## src/hw/rtl/tdss_pkg.sv

```systemverilog
// Package for the triangle depth segment sorter.
// Holds the buffer capacity, entry type and controller command/status structs.
// No dependencies.
package tdss_pkg;

  localparam int unsigned Capacity = 64;
  localparam int unsigned IdxW = (Capacity > 1) ? $clog2(Capacity) : 1;
  localparam int unsigned CntW = $clog2(Capacity + 1);
  localparam int unsigned SumW = 34;

  typedef struct packed {
    logic        is_triangle;
    logic [15:0] handle;
    logic [31:0] depth_a;
    logic [31:0] depth_b;
    logic [31:0] depth_c;
  } entry_t;

  typedef enum logic [3:0] {
    StIdle = 4'b0001,
    StSort = 4'b0010,
    StEmit = 4'b0100,
    StWait = 4'b1000
  } state_e;

  typedef struct packed {
    logic store;
    logic drop;
    logic start_sort;
    logic sort_step;
    logic emit_load;
    logic emit_clear;
  } cmd_t;

  typedef struct packed {
    logic sort_done;
    logic emit_last;
    logic empty;
  } status_t;

  function automatic logic signed [SumW-1:0] depth_sum(entry_t e);
    depth_sum = SumW'($signed(e.depth_a)) + SumW'($signed(e.depth_b))
              + SumW'($signed(e.depth_c));
  endfunction

endpackage

```

## src/hw/rtl/tdss_ctrl.sv

```systemverilog
// Controller: accepts commands, runs the sort passes and sequences emission.
// Depends on tdss_pkg.
module tdss_ctrl (
  input  logic              clk_i,
  input  logic              rst_ni,
  input  logic              in_valid_i,
  output logic              in_ready_o,
  input  logic              batch_end_i,
  input  logic              full_i,
  output logic              out_valid_o,
  input  logic              out_ready_i,
  output tdss_pkg::cmd_t    cmd_o,
  input  tdss_pkg::status_t sts_i
);
  import tdss_pkg::*;

  state_e state_q, state_d;
  logic   ov_q, ov_d;
  logic   acc;

  assign in_ready_o  = (state_q == StIdle);
  assign out_valid_o = ov_q;
  assign acc = in_valid_i && in_ready_o;

  always_comb begin
    state_d = state_q;
    ov_d    = ov_q;
    cmd_o   = '0;
    case (state_q)
      StIdle: begin
        if (acc) begin
          cmd_o.store = !full_i;
          cmd_o.drop  = full_i;
          if (batch_end_i) begin
            cmd_o.start_sort = 1'b1;
            state_d = StSort;
          end
        end
      end
      StSort: begin
        if (sts_i.sort_done) begin
          state_d = sts_i.empty ? StIdle : StEmit;
          cmd_o.emit_clear = sts_i.empty;
        end else begin
          cmd_o.sort_step = 1'b1;
        end
      end
      StEmit: begin
        if (!ov_q || out_ready_i) begin
          cmd_o.emit_load = 1'b1;
          ov_d = 1'b1;
          if (sts_i.emit_last) state_d = StWait;
        end
      end
      StWait: begin
        if (out_ready_i) begin
          ov_d = 1'b0;
          cmd_o.emit_clear = 1'b1;
          state_d = StIdle;
        end
      end
      default: state_d = StIdle;
    endcase
    if (state_q == StEmit && ov_q && out_ready_i && !cmd_o.emit_load) ov_d = 1'b0;
  end

  always_ff @(posedge clk_i or negedge rst_ni) begin
    if (!rst_ni) begin
      state_q <= StIdle;
      ov_q    <= 1'b0;
    end else begin
      state_q <= state_d;
      ov_q    <= ov_d;
    end
  end

endmodule

```

## config.mk

```make
export PLATFORM = sky130hd
export DESIGN_NAME = tdss_ctrl
export DESIGN_NICKNAME = d
export VERILOG_FILES = /design/src/hw/rtl/tdss_pkg.sv /design/src/hw/rtl/tdss_ctrl.sv
export SDC_FILE = /design/constraint.sdc
export NUM_CORES = 1
export LEC_CHECK = 0
export BUFFER_PORTS_ARGS = -buffer_cell sky130_fd_sc_hd__buf_4
export CELL_PAD_IN_SITES_DETAIL_PLACEMENT = 1
export CELL_PAD_IN_SITES_GLOBAL_PLACEMENT = 2
export CORE_MARGIN = 5
export CORE_UTILIZATION = 25
export CTS_CLUSTER_DIAMETER = 40
export DETAILED_ROUTE_END_ITERATION = 8
export GPL_TIMING_DRIVEN = 1
export PLACE_DENSITY = 0.76
export SYNTH_ARGS = -nofsm -noshare
export SYNTH_HDL_FRONTEND = slang
export SYNTH_SLANG_ARGS = --single-unit
```

## constraint.sdc

```tcl
create_clock -name clk_i -period 1.4 [get_ports clk_i]
set_input_delay 0.28 -clock clk_i [delete_from_list [all_inputs] [get_ports clk_i]]
set_output_delay 0.28 -clock clk_i [all_outputs]
set_load 0.02 [all_outputs]
```

==> impl_metrics.json <==
{
  "fin_ws_ns": -0.266,
  "start_util": 0.256,
  "p_leak_nw": 0.348,
  "finalSetupViolCount": 7,
  "failed_checks": "setup timing",
  "crit_path_max_incr_delay_ns": 0.53,
  "worstSetupPathType": "register to output pin",
  "layout_min_cycle_time_ns": 1.67,
  "grt_pass1_vias": 553,
  "async_flop_share": 1.00,
  "cp.arrival_ns": 1.39,
  "overflow": 0,
  "status": "finished with violations",
  "die_w_um": 51.6,
  "cts_tree": "yes",
  "nets": 88,
  "ys.flop_type": "dfrtp_1",
  "wire_per_inst_um": 14.3,
  "start_kind": "register",
  "tightest_slew_ns": 0.286,
  "antenna_found_initial": 0,
  "fin_worst_skew_ns": 0.00512,
  "htreeDepth": 1,
  "grt_start_max_net_pins": 12,
  "synth-seq-area-share": 0.292,
  "track_usage": 0.122,
  "rows": 15,
  "drt_first_pass_iters": 2,
  "ys_types": 28,
  "cts-root-buf": "clkbuf_4",
  "worstPathCellList": "nor4b_4 > nand2_1 > nor2_4 > buf_6",
  "dieArea_um2": 2660,
  "remaining_drc_errors": 0,
  "slowest_stage": "dfstp_2",
  "postSynthNetCount": 56,
  "clk_latency_ns": 0.25,
  "die_height_um": 51.6,
  "grt_pass1_wl_um": 2370,
  "cp-end-kind": "output pin",
  "slew_viol_final": 0,
  "fin_util": 0.439,
  "cts.sinks": 5,
  "ys_ff_latch": 5,
  "max_slew_margin": 0.808,
  "viasPerCell": 5.09,
  "cts_buffers": 3,
  "drt-initial-drc-count": 4,
  "peakVddDrop_v": 0.000517,
  "hold_path_class": "primary input to async pin",
  "maxCapViolations": 0,
  "core-area_um2": 1690,
  "synthesis.area_um2": 433,
  "io_pins": 17,
  "hold_viol": 0,
  "fin_setup_tns_ns": -1.59,
  "clock.fmax_mhz": 600,
  "num_antenna_cells": 0,
  "fin_crit_sh": 1.19,
  "worst-path-max-fanout": 4,
  "totalWireLength_um": 1360,
  "ctsLongestPathBuffers": 2,
  "routabilityCongestion": 0.715,
  "num_vias": 484,
  "port_buffers": 16,
  "post_synth.cell_area_avg_um2": 9.21,
  "postSynthCellCount": 47,
  "rsz0062_at_grt": "yes",
  "syn_to_final_growth_pct": 71.4,
  "drive_gt1_frac": 0.615,
  "synth-edff-count": 0,
  "yosys_warnings": 0,
  "ant_nets": 0,
  "crit_required_ns": 1.12,
  "path_clk_slew_ns": 0.05,
  "dp_hpwl_um": 1060,
  "powerDensity_nw_per_um2": 1310
}
==> synth_stat cells (2+ instances only) <==
cell      n  share of area
nor3b_1   4          0.069
nor2_1    3          0.026
nor3b_2   2          0.058
nor3_1    3          0.035
nand2_1   3          0.026
dfrtp_1   4           0.23
nand2b_1  2          0.029
and3_1    3          0.043
buf_6     3          0.078
o21ai_0   2          0.023
==> worst max-delay path: cells and delay by family, from the launching register on <==
| kind | cells | cell delay, ns |
|---|---|---|
| simple gates | 3 | 0.49 |
| flops | 1 | 0.53 |
| buf+inv | 1 | 0.12 |
==> sequential cells by signal, indices dropped and copies added (netlist names) <==
register,count
state_q,4
out_valid_o,1
==> timing repair <==
| action | in CTS | in global routing |
|---|---|---|
| setup endpoints to repair | 7 | 7 |
| hold buffers | 1 | 0 |
| pin swaps | 6 | 2 |
| resized for setup | 10 | 4 |
| endpoints found under the hold margin | 5 | 0 |
| setup buffers | 5 | 0 |
==> worst paths after layout <==
path	from	endpoint	slack, ns	cells after the start
worst min register to register	out_valid_o$_DFFE_PN0P_	out_valid_o$_DFFE_PN0P_	0.59	1
worst max-delay path	state_q[0]$_DFFE_PN1P_	cmd_o[5]	-0.27	4
min in group clk_i	batch_end_i	state_q[1]$_DFFE_PN0P_	0.38	3
worst min-delay path	rst_ni	state_q[3]$_DFFE_PN0P_	0.36	2
worst max register to register	state_q[0]$_DFFE_PN1P_	out_valid_o$_DFFE_PN0P_	0.09	5
max in group asynchronous	rst_ni	state_q[0]$_DFFE_PN1P_	0.84	2
==> kinds of logic (layout without fill, tap and decap cells) <==
| kind of cell | after synthesis | after routing | synth area share |
|---|---|---|---|
| simple gates | 26 | 26 | 0.425 |
| flops | 5 | 5 | 0.292 |
| compound gates | 11 | 11 | 0.185 |
| buf+inv | 5 | 36 | 0.0982 |
==> layer usage <==
layer / wire length (um) / vias up / track usage
met4: 12 / 0 / 0.0655
met3: 53 / 2 / 0.0201
met2: 744 / 12 / 0.216
met5: 0 / - / 0
li1: - / 234 / -
met1: 552 / 236 / 0.139
==> per-stage QoR <==
step	hold WS [ns]	setup WS, ns	power [W]	cell area [um^2]	instances
finish	0.363	-0.266	0.000974	742	95
global route	0.371	-0.343	0.00104	742	95
CTS	0.355	-0.279	0.000965	727	95
detailed placement	0.0867	-0.00607	0.000666	613	85
global placement	0.0843	-0.0413	0.000664	613	85
floorplan	-0.0156	-0.222	0.000496	443	47
==> report_power, final <==
| group | total [W] | switching, W | internal (W) | leakage (nW) |
|---|---|---|---|---|
| Sequential | 0.000204 | 0.0000253 | 0.000179 | 0.0625 |
| Combinational | 0.000596 | 0.000264 | 0.000332 | 0.268 |
| Clock | 0.000173 | 0.0000688 | 0.000104 | 0.0177 |
==> area by class of cell <==
cell class | instances | area [um^2]
Multi-Input combinational cell | 37 | 303
Timing Repair Buffer | 31 | 258
Clock buffer | 3 | 22.5
Inverter | 1 | 3.75
Tap cell | 17 | 21.3
Sequential cell | 5 | 129
Fill cell | 203 | 947
Clock inverter | 1 | 5.00
==> layout by cell type (no fill, tap or decap), types with 2 or more instances in the layout <==
master	n
and3_4	2
buf_4	24
buf_6	6
clkbuf_4	3
dfrtp_1	2
dfrtp_2	2
nand2_1	3
nand2b_1	2
nor3_1	2
nor3b_1	4
o21ai_0	2
No activity file was read; power rests on OpenSTA's default activity.
